$ cat src/rtl/cfa_pkg.sv
// Package for the contiguous fit allocator.
// Holds field widths, status and policy codes, the map entry type and the
// sequencer state type. No dependencies.
package cfa_pkg;

  localparam int MODE_W   = 1;
  localparam int SIZE_W   = 7;
  localparam int ADDR_W   = 6;
  localparam int STATUS_W = 2;
  localparam int POLICY_W = 2;

  localparam logic [MODE_W-1:0] MODE_ALLOC = 1'b0;
  localparam logic [MODE_W-1:0] MODE_FREE  = 1'b1;

  localparam logic [STATUS_W-1:0] STATUS_OK    = 2'd0;
  localparam logic [STATUS_W-1:0] STATUS_NOFIT = 2'd1;
  localparam logic [STATUS_W-1:0] STATUS_NOBLK = 2'd2;

  localparam logic [POLICY_W-1:0] POLICY_FIRST = 2'd0;
  localparam logic [POLICY_W-1:0] POLICY_BEST  = 2'd1;

  typedef struct packed {
    logic used;
    logic start;
  } map_entry_t;

  typedef enum logic [2:0] {
    ST_CLEAR,
    ST_IDLE,
    ST_A_SCAN,
    ST_A_WRITE,
    ST_F_CHECK,
    ST_F_WALK,
    ST_RESP
  } seq_state_t;

endpackage

$ cat src/rtl/cfa_if.sv
// Request and response channel interfaces for the allocator.
// Depends on cfa_pkg for the field widths.
interface cfa_req_if;
  logic                          valid;
  logic                          ready;
  logic [cfa_pkg::MODE_W-1:0]    mode;
  logic [cfa_pkg::SIZE_W-1:0]    alloc_size;
  logic [cfa_pkg::ADDR_W-1:0]    block_address;

  modport source (output valid, output mode, output alloc_size, output block_address,
                  input ready);
  modport sink (input valid, input mode, input alloc_size, input block_address,
                output ready);
endinterface

interface cfa_rsp_if;
  logic                          valid;
  logic                          ready;
  logic [cfa_pkg::STATUS_W-1:0]  status_code;
  logic [cfa_pkg::ADDR_W-1:0]    start_address;

  modport source (output valid, output status_code, output start_address, input ready);
  modport sink (input valid, input status_code, input start_address, output ready);
endinterface

$ cat src/rtl/cfa_map_ram.sv
// Map memory: one used bit and one block-start bit per store unit.
// One write port and one registered read port. Depends on cfa_pkg.
module cfa_map_ram #(
  parameter int DEPTH = 64,
  parameter int AW    = 6
) (
  input  logic                clk,
  input  logic                we,
  input  logic [AW-1:0]       waddr,
  input  cfa_pkg::map_entry_t wdata,
  input  logic [AW-1:0]       raddr,
  output cfa_pkg::map_entry_t rdata
);
  import cfa_pkg::*;

  map_entry_t mem [DEPTH];
  map_entry_t rdata_r;

  always_ff @(posedge clk) begin
    if (we) begin
      mem[waddr] <= wdata;
    end
  end

  always_ff @(posedge clk) begin
    rdata_r <= mem[raddr];
  end

  assign rdata = rdata_r;

endmodule

$ cat src/rtl/cfa_seq.sv
// Sequencer of the allocator: clearing pass, hole scan, block write and free walk.
// Reads and writes the map memory one unit per cycle. Depends on cfa_pkg.
module cfa_seq #(
  parameter int MEM_UNITS = 64,
  parameter int AW        = 6,
  parameter int CW        = 7
) (
  input  logic                            clk,
  input  logic                            rst_n,
  input  logic [cfa_pkg::POLICY_W-1:0]    fit_policy,
  input  logic                            req_valid,
  output logic                            req_ready,
  input  logic [cfa_pkg::MODE_W-1:0]      req_mode,
  input  logic [cfa_pkg::SIZE_W-1:0]      req_size,
  input  logic [cfa_pkg::ADDR_W-1:0]      req_addr,
  input  logic                            res_ready,
  output logic                            res_load,
  output logic [cfa_pkg::STATUS_W-1:0]    res_status,
  output logic [cfa_pkg::ADDR_W-1:0]      res_addr,
  output logic                            mem_we,
  output logic [AW-1:0]                   mem_waddr,
  output cfa_pkg::map_entry_t             mem_wdata,
  output logic [AW-1:0]                   mem_raddr,
  input  cfa_pkg::map_entry_t             mem_rdata
);
  import cfa_pkg::*;

  seq_state_t            state_r, state_nxt;
  logic [AW-1:0]         idx_r, idx_nxt;
  logic [AW-1:0]         run_start_r, run_start_nxt;
  logic [CW-1:0]         run_len_r, run_len_nxt;
  logic [AW-1:0]         best_at_r, best_at_nxt;
  logic [CW-1:0]         best_len_r, best_len_nxt;
  logic                  found_r, found_nxt;
  logic [CW-1:0]         wr_cnt_r, wr_cnt_nxt;
  logic [CW-1:0]         size_r, size_nxt;
  logic [ADDR_W-1:0]     addr_r, addr_nxt;
  logic [STATUS_W-1:0]   status_r, status_nxt;
  logic [ADDR_W-1:0]     out_addr_r, out_addr_nxt;

  logic                  last;
  logic                  unit_free;
  logic [CW-1:0]         cur_len;
  logic [AW-1:0]         cur_start;
  logic                  run_end;
  logic                  take;
  logic [CW-1:0]         in_addr_cw;
  logic [CW-1:0]         in_size_cw;

  assign last       = (idx_r == AW'(MEM_UNITS - 1));
  assign unit_free  = !mem_rdata.used;
  assign cur_len    = unit_free ? run_len_r + CW'(1) : run_len_r;
  assign cur_start  = (unit_free && run_len_r == '0) ? idx_r : run_start_r;
  assign run_end    = !unit_free || last;
  assign take       = run_end && (cur_len >= size_r) &&
                      (!found_r ||
                       (fit_policy == POLICY_BEST && cur_len < best_len_r) ||
                       (fit_policy != POLICY_FIRST && fit_policy != POLICY_BEST &&
                        cur_len > best_len_r));
  assign in_addr_cw = CW'(req_addr);
  assign in_size_cw = CW'(req_size);

  assign res_status = status_r;
  assign res_addr   = out_addr_r;

  always_ff @(posedge clk) begin
    if (!rst_n) begin
      state_r <= ST_CLEAR;
      idx_r   <= '0;
    end else begin
      state_r <= state_nxt;
      idx_r   <= idx_nxt;
    end
  end

  always_ff @(posedge clk) begin
    run_start_r <= run_start_nxt;
    run_len_r   <= run_len_nxt;
    best_at_r   <= best_at_nxt;
    best_len_r  <= best_len_nxt;
    found_r     <= found_nxt;
    wr_cnt_r    <= wr_cnt_nxt;
    size_r      <= size_nxt;
    addr_r      <= addr_nxt;
    status_r    <= status_nxt;
    out_addr_r  <= out_addr_nxt;
  end

  always_comb begin
    state_nxt     = state_r;
    idx_nxt       = idx_r;
    run_start_nxt = run_start_r;
    run_len_nxt   = run_len_r;
    best_at_nxt   = best_at_r;
    best_len_nxt  = best_len_r;
    found_nxt     = found_r;
    wr_cnt_nxt    = wr_cnt_r;
    size_nxt      = size_r;
    addr_nxt      = addr_r;
    status_nxt    = status_r;
    out_addr_nxt  = out_addr_r;
    req_ready     = 1'b0;
    res_load      = 1'b0;
    mem_we        = 1'b0;
    mem_waddr     = idx_r;
    mem_wdata     = '0;
    mem_raddr     = last ? idx_r : idx_r + AW'(1);

    case (state_r)
      ST_CLEAR: begin
        mem_we = 1'b1;
        if (last) begin
          state_nxt = ST_IDLE;
          idx_nxt   = '0;
        end else begin
          idx_nxt = idx_r + AW'(1);
        end
      end
      ST_IDLE: begin
        req_ready = 1'b1;
        mem_raddr = (req_mode == MODE_FREE) ? AW'(in_addr_cw) : '0;
        if (req_valid) begin
          size_nxt     = in_size_cw;
          addr_nxt     = req_addr;
          run_len_nxt  = '0;
          run_start_nxt = '0;
          found_nxt    = 1'b0;
          best_len_nxt = '0;
          best_at_nxt  = '0;
          wr_cnt_nxt   = '0;
          if (req_mode == MODE_FREE) begin
            idx_nxt = AW'(in_addr_cw);
            if (in_addr_cw >= CW'(MEM_UNITS)) begin
              status_nxt   = STATUS_NOBLK;
              out_addr_nxt = req_addr;
              state_nxt    = ST_RESP;
            end else begin
              state_nxt = ST_F_CHECK;
            end
          end else begin
            idx_nxt = '0;
            if (in_size_cw == '0 || in_size_cw > CW'(MEM_UNITS)) begin
              status_nxt   = STATUS_NOFIT;
              out_addr_nxt = '0;
              state_nxt    = ST_RESP;
            end else begin
              state_nxt = ST_A_SCAN;
            end
          end
        end
      end
      ST_A_SCAN: begin
        run_start_nxt = cur_start;
        run_len_nxt   = run_end ? '0 : cur_len;
        if (take) begin
          best_at_nxt  = cur_start;
          best_len_nxt = cur_len;
          found_nxt    = 1'b1;
        end
        if (last) begin
          if (take || found_r) begin
            idx_nxt    = take ? cur_start : best_at_r;
            wr_cnt_nxt = '0;
            state_nxt  = ST_A_WRITE;
          end else begin
            status_nxt   = STATUS_NOFIT;
            out_addr_nxt = '0;
            state_nxt    = ST_RESP;
          end
        end else begin
          idx_nxt = idx_r + AW'(1);
        end
      end
      ST_A_WRITE: begin
        mem_we          = 1'b1;
        mem_wdata.used  = 1'b1;
        mem_wdata.start = (wr_cnt_r == '0);
        if (wr_cnt_r + CW'(1) == size_r) begin
          status_nxt   = STATUS_OK;
          out_addr_nxt = ADDR_W'(CW'(best_at_r));
          state_nxt    = ST_RESP;
        end else begin
          idx_nxt    = idx_r + AW'(1);
          wr_cnt_nxt = wr_cnt_r + CW'(1);
        end
      end
      ST_F_CHECK: begin
        out_addr_nxt = addr_r;
        if (!(mem_rdata.used && mem_rdata.start)) begin
          status_nxt = STATUS_NOBLK;
          state_nxt  = ST_RESP;
        end else begin
          mem_we     = 1'b1;
          status_nxt = STATUS_OK;
          if (last) begin
            state_nxt = ST_RESP;
          end else begin
            idx_nxt   = idx_r + AW'(1);
            state_nxt = ST_F_WALK;
          end
        end
      end
      ST_F_WALK: begin
        if (mem_rdata.used && !mem_rdata.start) begin
          mem_we = 1'b1;
          if (last) begin
            state_nxt = ST_RESP;
          end else begin
            idx_nxt = idx_r + AW'(1);
          end
        end else begin
          state_nxt = ST_RESP;
        end
      end
      ST_RESP: begin
        if (res_ready) begin
          res_load  = 1'b1;
          state_nxt = ST_IDLE;
        end
      end
      default: begin
        state_nxt = ST_IDLE;
      end
    endcase
  end

endmodule

$ cat src/rtl/contiguous_fit_allocator_top.sv
// Top level of the contiguous fit allocator: policy register, sequencer,
// map memory and result register. Depends on cfa_pkg, cfa_if, cfa_seq, cfa_map_ram.

// The allocator keeps one used bit and one block-start bit per unit in a
// single-port-read memory and walks it one unit per cycle. After reset a
// clearing pass over all units runs before the first request is taken.
// An allocation runs a full scan, then one write per unit of the block, or
// ends after the scan when no hole fits; a rejected size goes straight to
// the response. A free checks the start unit, then clears it and each
// following unit of the freed block. The single memory read port, read once
// per cycle, paces these steps. The finished result sits in an output
// register, so the next request is taken while it waits.
module contiguous_fit_allocator_top #(
  parameter int MEM_UNITS = 64
) (
  input  logic                         clk,
  input  logic                         rst_n,
  cfa_req_if.sink                      in_chan,
  cfa_rsp_if.source                    out_chan,
  input  logic                         cfg_we,
  input  logic [cfa_pkg::POLICY_W-1:0] cfg_wdata
);
  import cfa_pkg::*;

  localparam int AW  = (MEM_UNITS > 1) ? $clog2(MEM_UNITS) : 1;
  localparam int LW  = $clog2(MEM_UNITS + 1);
  localparam int CW  = (LW > SIZE_W) ? LW : SIZE_W;

  logic [POLICY_W-1:0] fit_policy_r;
  logic                out_valid_r;
  logic [STATUS_W-1:0] out_status_r;
  logic [ADDR_W-1:0]   out_addr_r;

  logic                res_ready;
  logic                res_load;
  logic [STATUS_W-1:0] res_status;
  logic [ADDR_W-1:0]   res_addr;
  logic                mem_we;
  logic [AW-1:0]       mem_waddr;
  map_entry_t          mem_wdata;
  logic [AW-1:0]       mem_raddr;
  map_entry_t          mem_rdata;

  assign res_ready = !out_valid_r || out_chan.ready;

  always_ff @(posedge clk) begin
    if (!rst_n) begin
      fit_policy_r <= POLICY_FIRST;
    end else if (cfg_we) begin
      fit_policy_r <= cfg_wdata;
    end
  end

  always_ff @(posedge clk) begin
    if (!rst_n) begin
      out_valid_r <= 1'b0;
    end else if (res_load) begin
      out_valid_r <= 1'b1;
    end else if (out_chan.ready) begin
      out_valid_r <= 1'b0;
    end
  end

  always_ff @(posedge clk) begin
    if (res_load) begin
      out_status_r <= res_status;
      out_addr_r   <= res_addr;
    end
  end

  assign out_chan.valid         = out_valid_r;
  assign out_chan.status_code   = out_status_r;
  assign out_chan.start_address = out_addr_r;

  cfa_seq #(
    .MEM_UNITS (MEM_UNITS),
    .AW        (AW),
    .CW        (CW)
  ) u_seq (
    .clk        (clk),
    .rst_n      (rst_n),
    .fit_policy (fit_policy_r),
    .req_valid  (in_chan.valid),
    .req_ready  (in_chan.ready),
    .req_mode   (in_chan.mode),
    .req_size   (in_chan.alloc_size),
    .req_addr   (in_chan.block_address),
    .res_ready  (res_ready),
    .res_load   (res_load),
    .res_status (res_status),
    .res_addr   (res_addr),
    .mem_we     (mem_we),
    .mem_waddr  (mem_waddr),
    .mem_wdata  (mem_wdata),
    .mem_raddr  (mem_raddr),
    .mem_rdata  (mem_rdata)
  );

  cfa_map_ram #(
    .DEPTH (MEM_UNITS),
    .AW    (AW)
  ) u_map_ram (
    .clk   (clk),
    .we    (mem_we),
    .waddr (mem_waddr),
    .wdata (mem_wdata),
    .raddr (mem_raddr),
    .rdata (mem_rdata)
  );

endmodule

$ cat src/flat_wrapper.sv
// flat-port wrapper written by rule: the top's interface ports become plain ports
module contiguous_fit_allocator_top_flat import cfa_pkg::*;
#(
  parameter int MEM_UNITS = 64
)
  (clk, rst_n, cfg_we, cfg_wdata, in_chan_valid, in_chan_mode, in_chan_alloc_size, in_chan_block_address, in_chan_ready, out_chan_valid, out_chan_status_code, out_chan_start_address, out_chan_ready);
  cfa_req_if in_chan_i ();
  cfa_rsp_if out_chan_i ();
  input  logic clk;
  input  logic rst_n;
  input  logic cfg_we;
  input  logic [cfa_pkg::POLICY_W-1:0] cfg_wdata;
  input wire logic [$bits(in_chan_i.valid)-1:0] in_chan_valid;
  input wire logic [$bits(in_chan_i.mode)-1:0] in_chan_mode;
  input wire logic [$bits(in_chan_i.alloc_size)-1:0] in_chan_alloc_size;
  input wire logic [$bits(in_chan_i.block_address)-1:0] in_chan_block_address;
  output wire logic [$bits(in_chan_i.ready)-1:0] in_chan_ready;
  output wire logic [$bits(out_chan_i.valid)-1:0] out_chan_valid;
  output wire logic [$bits(out_chan_i.status_code)-1:0] out_chan_status_code;
  output wire logic [$bits(out_chan_i.start_address)-1:0] out_chan_start_address;
  input wire logic [$bits(out_chan_i.ready)-1:0] out_chan_ready;
  assign in_chan_i.valid = in_chan_valid;
  assign in_chan_i.mode = in_chan_mode;
  assign in_chan_i.alloc_size = in_chan_alloc_size;
  assign in_chan_i.block_address = in_chan_block_address;
  assign in_chan_ready = in_chan_i.ready;
  assign out_chan_valid = out_chan_i.valid;
  assign out_chan_status_code = out_chan_i.status_code;
  assign out_chan_start_address = out_chan_i.start_address;
  assign out_chan_i.ready = out_chan_ready;
  contiguous_fit_allocator_top #(.MEM_UNITS(MEM_UNITS)) u_core (.clk(clk), .rst_n(rst_n), .in_chan(in_chan_i), .out_chan(out_chan_i), .cfg_we(cfg_we), .cfg_wdata(cfg_wdata));
endmodule
$ cat config.mk
export PLATFORM = sky130hd
export DESIGN_NAME = contiguous_fit_allocator_top_flat
export DESIGN_NICKNAME = d
export VERILOG_FILES = /design/src/rtl/cfa_pkg.sv /design/src/rtl/cfa_if.sv /design/src/rtl/cfa_map_ram.sv /design/src/rtl/cfa_seq.sv /design/src/rtl/contiguous_fit_allocator_top.sv /design/src/flat_wrapper.sv
export SDC_FILE = /design/constraint.sdc
export NUM_CORES = 1
export LEC_CHECK = 0
export BUFFER_PORTS_ARGS = -buffer_cell sky130_fd_sc_hd__buf_4
export CAP_MARGIN = 5
export CORE_ASPECT_RATIO = 2
export CORE_MARGIN = 3
export CORE_UTILIZATION = 55
export CTS_CLUSTER_DIAMETER = 200
export DETAILED_ROUTE_END_ITERATION = 12
export PLACE_DENSITY = 0.77
export SYNTH_ARGS = -nofsm -noshare
export SYNTH_HDL_FRONTEND = slang
export SYNTH_HIERARCHICAL = 1
export SYNTH_SLANG_ARGS = --single-unit
$ cat constraint.sdc
create_clock -name clk -period 5.31 [get_ports clk]
set_clock_uncertainty 0.05 [all_clocks]
set_input_delay 0.531 -clock clk [delete_from_list [all_inputs] [get_ports clk]]
set_output_delay 0.531 -clock clk [all_outputs]
set_load 0.01 [all_outputs]
# Word-level counts from Yosys, hierarchy flattened
# Memories as Yosys holds them, arrays and structs flattened. A register that Yosys moved wholly into a read port is not among the register bits.
# Cells that the tools add are included.
[word_totals]
ff_bits = 75
latchBits = 0
mem_bits_rw = 128
romBits = 0
inputBits = 21
output_inout_bits = 10
wordCells = 157
n_memories = 1
[classes]
n_addsub = 3
multipliers = 0
div = 0
magnitude_cmp = 5
eq_ne = 25
shift = 0
n_mux = 71
n_bitwise = 0
n_reduce_logical = 36
[mem_list]
columns = ["name", "words", "word_bits", "read_ports", "rd_ports_with_merged_regs", "wr", "line_no", "rtl"]
rows = [
  ["u_core.u_map_ram.mem", 64, 2, 1, 1, 1, "cfa_map_ram.sv:16", "map_entry_t mem [DEPTH];"],
]
[op_table]
columns = ["cell", "n"]
rows = [
  ["$mux W6", 20],
  ["$mux W7", 7],
  ["$pmux W6 S6", 1],
  ["$mux W3", 10],
  ["$pmux W7 S2", 2],
  ["$mux W2", 12],
  ["$pmux W6 S2", 2],
  ["$pmux W6 S4", 1],
  ["$logic_not A7 Y1", 3],
  ["$pmux W3 S7", 1],
  ["$pmux W7 S3", 1],
  ["$ne A2 B2 Y1 const B", 10],
  ["$add A7 B1 Y7 const B", 2],
  ["$ne A3 B3 Y1 const B", 4],
  ["$reduce_and A6 Y1", 2],
  ["$mux W1", 11],
  ["$eq A3 B3 Y1 const B", 3],
  ["$logic_and A1 B1 Y1", 8],
  ["$pmux W2 S4", 1],
  ["$eq A7 B7 Y1", 1],
  ["$ge A6 B7 Y1 const B", 1],
  ["$ge A7 B7 Y1", 1],
  ["$gt A7 B7 Y1", 1],
  ["$gt A7 B7 Y1 const B", 1],
  ["other kinds (21)", 34],
]

# Longest topological paths before layout
# Gate-level depths: netlist of run 1.
[depth]
word_depth = 11
mapped_depth = 15

# Modules after synthesis
# Netlist of run 1, hierarchy kept.
[by_module_without_submodules]
columns = ["module", "n_inst", "cells_per_inst", "area_each_um2", "seq_area_each_um2"]
rows = [
  ["cfa_map_ram", 1, 324, 5397.7, 3883.7],
  ["cfa_seq", 1, 416, 4047.6, 1831.8],
  ["contiguous_fit_allocator_top", 1, 18, 357.8, 300.3],
]

# Least setup slack after synthesis of run 1
# OpenSTA, ideal clock, no wires.
[synth_path]
path_type = "register -> register"
startpoint = "register u_core.u_seq.wr_cnt_r[0]"
endpoint = "memory u_core/u_map_ram/mem[0][0] (netlist bit) (data pin)"
t_arrival_ns = 4.610
setup_slack_ns = -0.215
stages_incl_launch_ff = 5
n_path_buf = 0
synth_period_minus_slack_ns = 5.525
cell_sequence = "edfxtp_1 > inv_1 > ha_1 > or4b_2 > nor4_1"
[synth_lines]
columns = ["item", "line_no", "rtl"]
rows = [
  ["start: declaration", "cfa_seq.sv:35", "logic [CW-1:0] wr_cnt_r, wr_cnt_nxt;"],
  ["start signal: assignment", "cfa_seq.sv:82", "wr_cnt_r <= wr_cnt_nxt;"],
  ["end: declaration", "cfa_map_ram.sv:16", ""],
]

# Worst setup path after layout of run 1
[layout_path]
startpoint = "register u_core.u_seq.idx_r[1], in the netlist u_core/u_seq/mem_waddr[1]"
endpoint = "register u_core/u_map_ram/rdata[1] (netlist name)"
[layout_between]
elab_chain_len = 3
[layout_rtl]
columns = ["item", "line_no", "rtl"]
rows = [
  ["start: declaration", "cfa_seq.sv:29", "logic [AW-1:0] idx_r, idx_nxt;"],
  ["start signal: assignment", "cfa_seq.sv:72", "idx_r <= idx_nxt;"],
  ["$eq A6 B6 Y1", "cfa_seq.sv:50", "assign last = (idx_r == AW'(MEM_UNITS - 1));"],
  ["$mux W6", "n/a", ""],
  ["$mux W6", "cfa_seq.sv:109", "case (state_r)"],
  ["via u_core.mem_raddr[0]", "contiguous_fit_allocator_top.sv:41", "logic [AW-1:0] mem_raddr;"],
]
# The timed path passes the listed nets, and every way through them passes these cells.
# A chain may end at the register's enable or synchronous reset.

==> results of run 1 <==
-- worst min path at each step --
stage	to	cells after the start
2_1_floorplan	u_core/out_chan.start_address[0]$_DFFE_PP_	0
3_3_place_gp	u_core/out_chan.status_code[0]$_DFFE_PP_	0
3_5_place_dp	u_core/out_chan.status_code[0]$_DFFE_PP_	0
4_1_cts	u_core/u_seq/size_r[3]$_DFFE_PP_	1
5_1_grt	u_core/u_seq/size_r[4]$_DFFE_PP_	1
6_report	u_core/u_seq/size_r[3]$_DFFE_PP_	1
-- report_power, final --
group	leakage [nW]	switching, mW	internal, mW
sequential	1.72	0.0154	1.75
combinational	1.64	0.127	0.0875
clock	0.290	0.560	0.757
total	3.65	0.702	2.60
-- metal layers --
layer,vias to the layer above,global-route usage (%),wire [microns]
li1,2900,-,-
met1,3117,24.19,7626
met2,236,46.82,13250
met3,86,2.514,921
met4,0,15.19,1625
met5,-,0,0
-- worst max-delay path, delay by kind of cell, from the launching register on --
kind / cells / cell delay, ns
adders and majority gates: 2 / 0.78
DFF: 1 / 0.64
muxes: 1 / 0.54
AOI/OAI and AO/OA: 3 / 1.01
buffers and inverters: 3 / 0.71
and+or+nand+nor: 4 / 0.44
-- kinds of logic (layout without fill, tap and decap cells) --
logic type	after synthesis	in the layout	share of synthesized area, %
and+or+nand+nor	263	263	12.71
DFF	205	205	61.37
muxes	55	55	9.407
AOI/OAI and AO/OA	111	111	7.926
adders and majority gates	20	20	2.553
buffers and inverters	79	118	3.382
xor gates and xnor gates	25	25	2.655
-- sequential cells by signal (all words and copies together), names as in the netlist, 7 cells and up --
| name | count |
|---|---|
| u_core/u_map_ram/mem | 128 |
| u_core/u_seq/run_len_r | 7 |
| u_core/u_seq/size_r | 7 |
| u_core/u_seq/wr_cnt_r | 7 |
| u_core/u_seq/best_len_r | 7 |
-- stage by stage --
step | cell area [sq um] | std cells | power, mW | hold slack (ns)
floorplan | 9809 | 758 | 1.942 | 0.3503
global placement | 10260 | 974 | 2.007 | 0.3505
detailed placement | 10260 | 974 | 2.014 | 0.3545
CTS | 10860 | 1006 | 3.320 | 0.1635
global route | 10870 | 1007 | 3.398 | 0.1638
finish | 10870 | 1007 | 3.298 | 0.1757
-- cell usage after synthesis, types with 7 or more instances --
| master | n |
|---|---|
| xor2_1 | 11 |
| buf_2 | 7 |
| nor3_1 | 7 |
| inv_1 | 40 |
| dfxtp_1 | 14 |
| nor2b_1 | 14 |
| xnor2_1 | 11 |
| a22oi_1 | 8 |
| edfxtp_1 | 191 |
| o21ai_0 | 27 |
| nand3_1 | 27 |
| a21oi_1 | 19 |
| nand2_1 | 48 |
| mux4_2 | 29 |
| ha_1 | 20 |
| mux2i_1 | 19 |
| clkbuf_1 | 21 |
| a31oi_1 | 7 |
| mux2_2 | 7 |
| and2_1 | 7 |
| nand4_1 | 7 |
| nor2_1 | 114 |
-- cell type report --
| cell class | instances | area (sq um) |
|---|---|---|
| fill | 1325 | 6490 |
| sequential | 205 | 6016 |
| multi-input combinational | 474 | 3495 |
| clock buffer | 22 | 486.7 |
| timing repair buffer | 43 | 332.8 |
| tap | 210 | 262.8 |
| inverter | 43 | 161.4 |
| clock inverter | 10 | 112.6 |
==> metrics.txt, run 1 <==
# TYPE chip_impl_metric gauge
chip_impl_info{name="run_status",value="completed"} 1
chip_impl_metric{name="number_of_iterations_in_the_first_detailed_routing_pass",unit=""} 5
chip_impl_info{name="timing.critical_path.from",value="u_core/u_seq/mem_waddr[1]$_SDFFE_PN0P_"} 1
chip_impl_info{name="crit_path_cell_trace",value="ha_1, nand3_1, nor2_2, buf_4, inv_1, ha_1, o21ai_4, buf_12, mux4_2, nand2_1, nand2_1, o21ai_0, a311oi_1"} 1
chip_impl_metric{name="drt_iter0_markers",unit=""} 487
chip_impl_metric{name="syn-mean-instance-area",unit="sq um"} 12.93
chip_impl_metric{name="grt_start_max_net_pins",unit=""} 73
chip_impl_metric{name="floorplan.initialDensity",unit="%"} 56.48
chip_impl_metric{name="crit_required",unit="ns"} 5.62
chip_impl_metric{name="cts-buffers-inserted",unit=""} 18
chip_impl_metric{name="tns",unit="ns"} 0
chip_impl_metric{name="wire_per_inst",unit="microns"} 23.26
chip_impl_metric{name="core",unit="sq um"} 17360
chip_impl_metric{name="floorplan.die_area",unit="sq um"} 19560
chip_impl_metric{name="route.antenna.remaining_nets",unit=""} 0
chip_impl_metric{name="biggest_cell_delay_along_the_critical_path",unit="ns"} 0.64
chip_impl_metric{name="die_h",unit="microns"} 194.8
chip_impl_metric{name="post-route-drc-count",unit=""} 0
chip_impl_metric{name="vias_per_cell",unit=""} 6.295
chip_impl_metric{name="hold_violations",unit=""} 0
chip_impl_metric{name="setup_ws_final",unit="ns"} 0.9859
chip_impl_info{name="worst_setup_path_end_kind",value="register"} 1
chip_impl_info{name="worst_r2r_startpoint",value="u_core/u_seq/mem_waddr[1]$_SDFFE_PN0P_"} 1
chip_impl_info{name="worst_hold_startpoint",value="in_chan_alloc_size[3]"} 1
chip_impl_info{name="grt_setup_unrepaired",value="no"} 1
chip_impl_metric{name="rows",unit=""} 68
chip_impl_metric{name="vias_after_detailed_routing",unit=""} 6339
chip_impl_info{name="layout.cells.most_common",value="edfxtp_1"} 1
chip_impl_metric{name="post_route_cells_drive_above_1_share",unit="%"} 15.68
chip_impl_metric{name="p_leak",unit="nW"} 3.646
chip_impl_metric{name="nNetsFinal",unit=""} 826
chip_impl_info{name="cp-start-kind",value="register"} 1
chip_impl_metric{name="ff2ff_setup_slack",unit="ns"} 0.99
chip_impl_metric{name="synth_enable_flop_cells",unit=""} 191
chip_impl_info{name="crit_type",value="register to register"} 1
chip_impl_metric{name="cell_variety_after_synth",unit=""} 71
chip_impl_metric{name="cts_hold_buf",unit=""} 0
chip_impl_metric{name="finalCriticalPeriod",unit="ns"} 4.324
chip_impl_metric{name="pin_count",unit=""} 31
chip_impl_metric{name="cp_max_fo",unit=""} 26
chip_impl_metric{name="syn_to_final_growth",unit="%"} 10.85
chip_impl_metric{name="ys_seq_elements",unit=""} 205
chip_impl_metric{name="crit_arrival",unit="ns"} 4.63
chip_impl_info{name="cts-root-buf",value="clkbuf_16"} 1
chip_impl_metric{name="pre_cts_ws",unit="ns"} 1.035
chip_impl_metric{name="setup_viol",unit=""} 0
chip_impl_metric{name="grt-ovfl-total",unit=""} 0
chip_impl_info{name="synth.largest_area_cell",value="edfxtp_1"} 1
chip_impl_metric{name="synthesis.nets",unit=""} 799
chip_impl_info{name="timing.hold.worst.class",value="input port to register"} 1
chip_impl_metric{name="ys_async_sr_fraction",unit="%"} 0
chip_impl_metric{name="yosys_warnings",unit=""} 6
chip_impl_metric{name="die_w",unit="microns"} 100.4
chip_impl_info{name="worst_r2r_endpoint",value="u_core/u_map_ram/rdata[1]$_DFF_P_"} 1
chip_impl_info{name="synth_flop_cell",value="edfxtp_1"} 1
chip_impl_metric{name="post_cts.resized_instances",unit=""} 0
chip_impl_metric{name="layout.core_utilization",unit="%"} 62.61
chip_impl_metric{name="worst_setup_hold_path_clk_slew",unit="ns"} 0.07
chip_impl_metric{name="gpl_wtd_cong",unit=""} 0.9311
chip_impl_metric{name="area_of_the_mapped_netlist",unit="sq um"} 9803
chip_impl_metric{name="antenna_cells",unit=""} 0
chip_impl_metric{name="power_density",unit="nW/um^2"} 303.5
chip_impl_info{name="crit_path_top_delay_cell",value="dfxtp_1"} 1
chip_impl_metric{name="dpl.hpwl",unit="microns"} 17110
chip_impl_metric{name="worst_slew_margin_rel",unit="%"} 35.39
chip_impl_info{name="clock_tree_from_tritoncts",value="done"} 1
chip_impl_metric{name="ctsHtreeMaxLevel",unit=""} 1
chip_impl_metric{name="maxSlewViolCount",unit=""} 0
chip_impl_metric{name="max_cap_violations",unit=""} 0
chip_impl_metric{name="grt_pass1_wl",unit="microns"} 36240
chip_impl_metric{name="port_buffers",unit=""} 30
chip_impl_metric{name="max-clock-path-buffers",unit=""} 3
chip_impl_metric{name="clock.fmax",unit="MHz"} 231.3
chip_impl_metric{name="peakVddDrop",unit="V"} 0.0003527
chip_impl_metric{name="synth_top_area_share",unit="%"} 58.51
chip_impl_metric{name="fin_crit_sh",unit="%"} 81.43
chip_impl_metric{name="ff2ff_path_depth",unit=""} 13
chip_impl_metric{name="cts_num_sinks",unit=""} 205
chip_impl_info{name="final_cell_mix",value="edfxtp_1 (191), nor2_1 (114), nand2_1 (48)"} 1
chip_impl_metric{name="max_slew.worst_pin.slew",unit="ns"} 0.9618
chip_impl_metric{name="synth.yosys.seq_area_share",unit="%"} 61.37
chip_impl_metric{name="grt.total_usage",unit="%"} 24.53
chip_impl_metric{name="clk_latency",unit="ns"} 0.49
chip_impl_info{name="cp-endpoint",value="u_core/u_map_ram/rdata[1]$_DFF_P_"} 1
chip_impl_info{name="ys_top_cells_by_area",value="edfxtp_1 (59%), mux4_2 (6.7%), nor2_1 (4.4%), dfxtp_1 (2.9%), ha_1 (2.6%)"} 1
chip_impl_metric{name="vias_in_the_first_global_route",unit=""} 6688
chip_impl_metric{name="syn_inst_count",unit=""} 758
chip_impl_metric{name="antenna_found_initial",unit=""} 0
chip_impl_metric{name="drt-total-wl",unit="microns"} 23420
chip_impl_metric{name="postCtsSetupRepairBufs",unit=""} 0
Note: power is estimated with default switching activity, not from simulation.
==> inputs of run 2 (changes only) <==
--- a/config.mk
+++ b/config.mk
@@ -12,7 +12,7 @@
 export CORE_UTILIZATION = 55
 export CTS_CLUSTER_DIAMETER = 200
 export DETAILED_ROUTE_END_ITERATION = 12
-export PLACE_DENSITY = 0.77
+export PLACE_DENSITY = 0.74
 export SYNTH_ARGS = -nofsm -noshare
 export SYNTH_HDL_FRONTEND = slang
 export SYNTH_HIERARCHICAL = 1
==> constraint.sdc (replaced) <==
create_clock -name clk -period 4.2 [get_ports clk]
set_clock_uncertainty 0.05 [all_clocks]
set_input_delay 0.42 -clock clk [delete_from_list [all_inputs] [get_ports clk]]
set_output_delay 0.42 -clock clk [all_outputs]
set_load 0.01 [all_outputs]
==> run 2 against run 1 <==
Sequential cell count stayed put. Power is 29% higher. Critical endpoint is now u_core/u_map_ram/rdata[0]$_DFF_P_. Global-route usage is 0.23 points lower. Register-to-register slack worse by 0.41 ns. Non-clock buffer count is 16 higher. Maximum frequency is 19% higher. Critical path depth is 1 lower. Combinational power is 34% higher. Via count is 1.3% higher. Routed wire length is 0.93% lower. Largest cell class unchanged. Clock power is 33% higher. Critical path type unchanged.
==> metrics.txt, run 2 (synthesis results as in run 1) <==
# TYPE chip_impl_metric gauge
chip_impl_metric{name="vias_in_the_first_global_route",unit=""} 6665
chip_impl_info{name="clock_tree_from_tritoncts",value="done"} 1
chip_impl_metric{name="clk_latency",unit="ns"} 0.49
chip_impl_metric{name="grt_use_met3",unit="%"} 3.125
chip_impl_metric{name="p_int",unit="mW"} 3.319
chip_impl_metric{name="gpl_wtd_cong",unit=""} 0.9504
chip_impl_metric{name="crit_arrival",unit="ns"} 3.95
chip_impl_metric{name="power_frac_seq",unit="%"} 52.3
chip_impl_metric{name="vias_per_cell",unit=""} 6.253
chip_impl_metric{name="pin_count",unit=""} 31
chip_impl_metric{name="rows",unit=""} 68
chip_impl_metric{name="grt.total_usage",unit="%"} 24.30
chip_impl_metric{name="post_route_cells_drive_above_1_share",unit="%"} 17.26
chip_impl_metric{name="use_met2",unit="%"} 45.86
chip_impl_metric{name="fin_crit_sh",unit="%"} 86.27
chip_impl_metric{name="dpl.hpwl",unit="microns"} 16830
chip_impl_metric{name="finalCriticalPeriod",unit="ns"} 3.624
chip_impl_info{name="run_status",value="completed"} 1
chip_impl_metric{name="grt_start_max_net_pins",unit=""} 65
chip_impl_info{name="timing.hold.worst.class",value="input port to register"} 1
chip_impl_metric{name="die_h",unit="microns"} 194.8
chip_impl_info{name="top_usage_layer",value="met2"} 1
chip_impl_info{name="grt_setup_unrepaired",value="no"} 1
chip_impl_metric{name="cts_num_sinks",unit=""} 205
chip_impl_metric{name="max-clock-path-buffers",unit=""} 3
chip_impl_metric{name="drt_iter0_markers",unit=""} 514
chip_impl_info{name="max_flop_register",value="u_core/u_map_ram/mem"} 1
chip_impl_metric{name="ff2ff_setup_slack",unit="ns"} 0.58
chip_impl_metric{name="layout.cells.non_filler",unit=""} 1027
chip_impl_metric{name="number_of_iterations_in_the_first_detailed_routing_pass",unit=""} 7
chip_impl_metric{name="cp_max_fo",unit=""} 16
chip_impl_info{name="final_cell_mix",value="edfxtp_1 (191), nor2_1 (114), buf_4 (57)"} 1
chip_impl_metric{name="worst_setup_hold_path_clk_slew",unit="ns"} 0.07
chip_impl_metric{name="ctsHtreeMaxLevel",unit=""} 1
chip_impl_metric{name="post-route-drc-count",unit=""} 0
chip_impl_metric{name="largest_register_ff_count",unit=""} 128
chip_impl_info{name="cp-start-kind",value="register"} 1
chip_impl_metric{name="post_cts.resized_instances",unit=""} 0
chip_impl_metric{name="die_w",unit="microns"} 100.4
chip_impl_metric{name="cts_hold_buf",unit=""} 0
chip_impl_metric{name="hold_violations",unit=""} 0
chip_impl_metric{name="power.combinational.fraction",unit="%"} 6.7
chip_impl_metric{name="pwr-share-clk",unit="%"} 41.0
chip_impl_metric{name="floorplan.initialDensity",unit="%"} 56.48
chip_impl_metric{name="net-switching-power",unit="mW"} 0.9436
chip_impl_metric{name="crit_required",unit="ns"} 4.53
chip_impl_metric{name="vias_after_detailed_routing",unit=""} 6422
chip_impl_metric{name="layout.core_utilization",unit="%"} 63.60
chip_impl_info{name="layout.cells.most_common",value="edfxtp_1"} 1
chip_impl_metric{name="floorplan.die_area",unit="sq um"} 19560
chip_impl_info{name="worst_setup_path_end_kind",value="register"} 1
chip_impl_metric{name="drt-total-wl",unit="microns"} 23200
chip_impl_metric{name="tns",unit="ns"} 0
chip_impl_metric{name="finalHoldWorstSlack",unit="ns"} 0.06329
chip_impl_metric{name="grt_pass1_wl",unit="microns"} 36250
chip_impl_metric{name="setup_viol",unit=""} 0
chip_impl_metric{name="port_buffers",unit=""} 30
chip_impl_metric{name="core",unit="sq um"} 17360
chip_impl_metric{name="cts-buffers-inserted",unit=""} 20
chip_impl_metric{name="p_leak",unit="nW"} 3.752
chip_impl_metric{name="max_slew.worst_pin.slew",unit="ns"} 1.163
chip_impl_metric{name="gr-usage-met1",unit="%"} 24.92
chip_impl_metric{name="worst_slew_margin_rel",unit="%"} 22.31
chip_impl_metric{name="postCtsSetupRepairBufs",unit=""} 0
chip_impl_metric{name="grt-ovfl-total",unit=""} 0
chip_impl_metric{name="power_density",unit="nW/um^2"} 386.2
chip_impl_metric{name="wire_per_inst",unit="microns"} 22.59
chip_impl_metric{name="antenna_found_initial",unit=""} 0
chip_impl_metric{name="max_cap_violations",unit=""} 0
chip_impl_metric{name="route.antenna.remaining_nets",unit=""} 0
chip_impl_metric{name="nNetsFinal",unit=""} 844
chip_impl_info{name="cts-root-buf",value="clkbuf_16"} 1
chip_impl_metric{name="num-fill-cells",unit=""} 1326
chip_impl_metric{name="maxSlewViolCount",unit=""} 0
chip_impl_metric{name="peakVddDrop",unit="V"} 0.0004282
chip_impl_metric{name="antenna_cells",unit=""} 0
chip_impl_metric{name="area_of_the_multi_input_gates",unit="sq um"} 3495
chip_impl_metric{name="sw_frac_of_total",unit="%"} 22.14
chip_impl_info{name="crit_type",value="register to register"} 1
chip_impl_metric{name="clock.fmax",unit="MHz"} 276.0
chip_impl_metric{name="area.sequential",unit="sq um"} 6016
chip_impl_metric{name="inst_count_dp",unit=""} 991
chip_impl_metric{name="syn_to_final_growth",unit="%"} 12.60
-- run 2: cell type report --
cell class | count | share of cell area (%)
inverter | 43 | 1.462
tap | 210 | 2.380
multi-input combinational | 474 | 31.66
clock buffer | 23 | 4.829
sequential | 205 | 54.50
timing repair buffer | 59 | 4.239
clock inverter | 13 | 0.9295
-- run 2: metal layers --
metal	vias up	wire length, microns
met4	0	1443
li1	2931	-
met3	77	1102
met5	-	0
met1	3172	7453
met2	242	13200
-- run 2: worst max-delay path: stages (launching register included) --
cell	delay (ns)
dfxtp_1	0.35
ha_1	0.27
nand3_1	0.18
nor2_2	0.13
inv_1	0.06
ha_1	0.33
o21ai_4	0.64
buf_4	0.29
mux4_2	0.50
a22oi_1	0.21
a21o_1	0.15
a21oi_1	0.09
a211o_1	0.24
-- run 2: power by group through the flow --
stage | clock network, mW | registers (mW) | logic, mW
after floorplan | 0 | 2.27 | 0.185
after global placement | 0 | 2.27 | 0.278
after detailed placement | 0 | 2.27 | 0.283
after CTS | 1.78 | 2.23 | 0.285
after global routing | 1.85 | 2.23 | 0.307
final | 1.75 | 2.23 | 0.286
-- run 2: final timing paths --
check | cells past startpoint | end | startpoint
worst max-delay path | 12 | u_core/u_map_ram/rdata[0]$_DFF_P_ | u_core/u_seq/mem_waddr[1]$_SDFFE_PN0P_
worst min-delay path | 1 | u_core/u_seq/size_r[3]$_DFFE_PP_ | in_chan_alloc_size[3]
worst min register to register | 0 | u_core/out_chan.start_address[2]$_DFFE_PP_ | u_core/u_seq/res_addr[2]$_DFFE_PP_
worst max register to register | 12 | u_core/u_map_ram/rdata[0]$_DFF_P_ | u_core/u_seq/mem_waddr[1]$_SDFFE_PN0P_
-- run 2: metrics by stage --
step	area, sq um	power, mW	worst slack [ns]
after floorplan	9809	2.455	0.3754
after global placement	10400	2.551	0.7118
after detailed placement	10400	2.556	0.6298
after CTS	11040	4.292	0.5924
after global routing	11040	4.385	0.3151
final	11040	4.263	0.5765
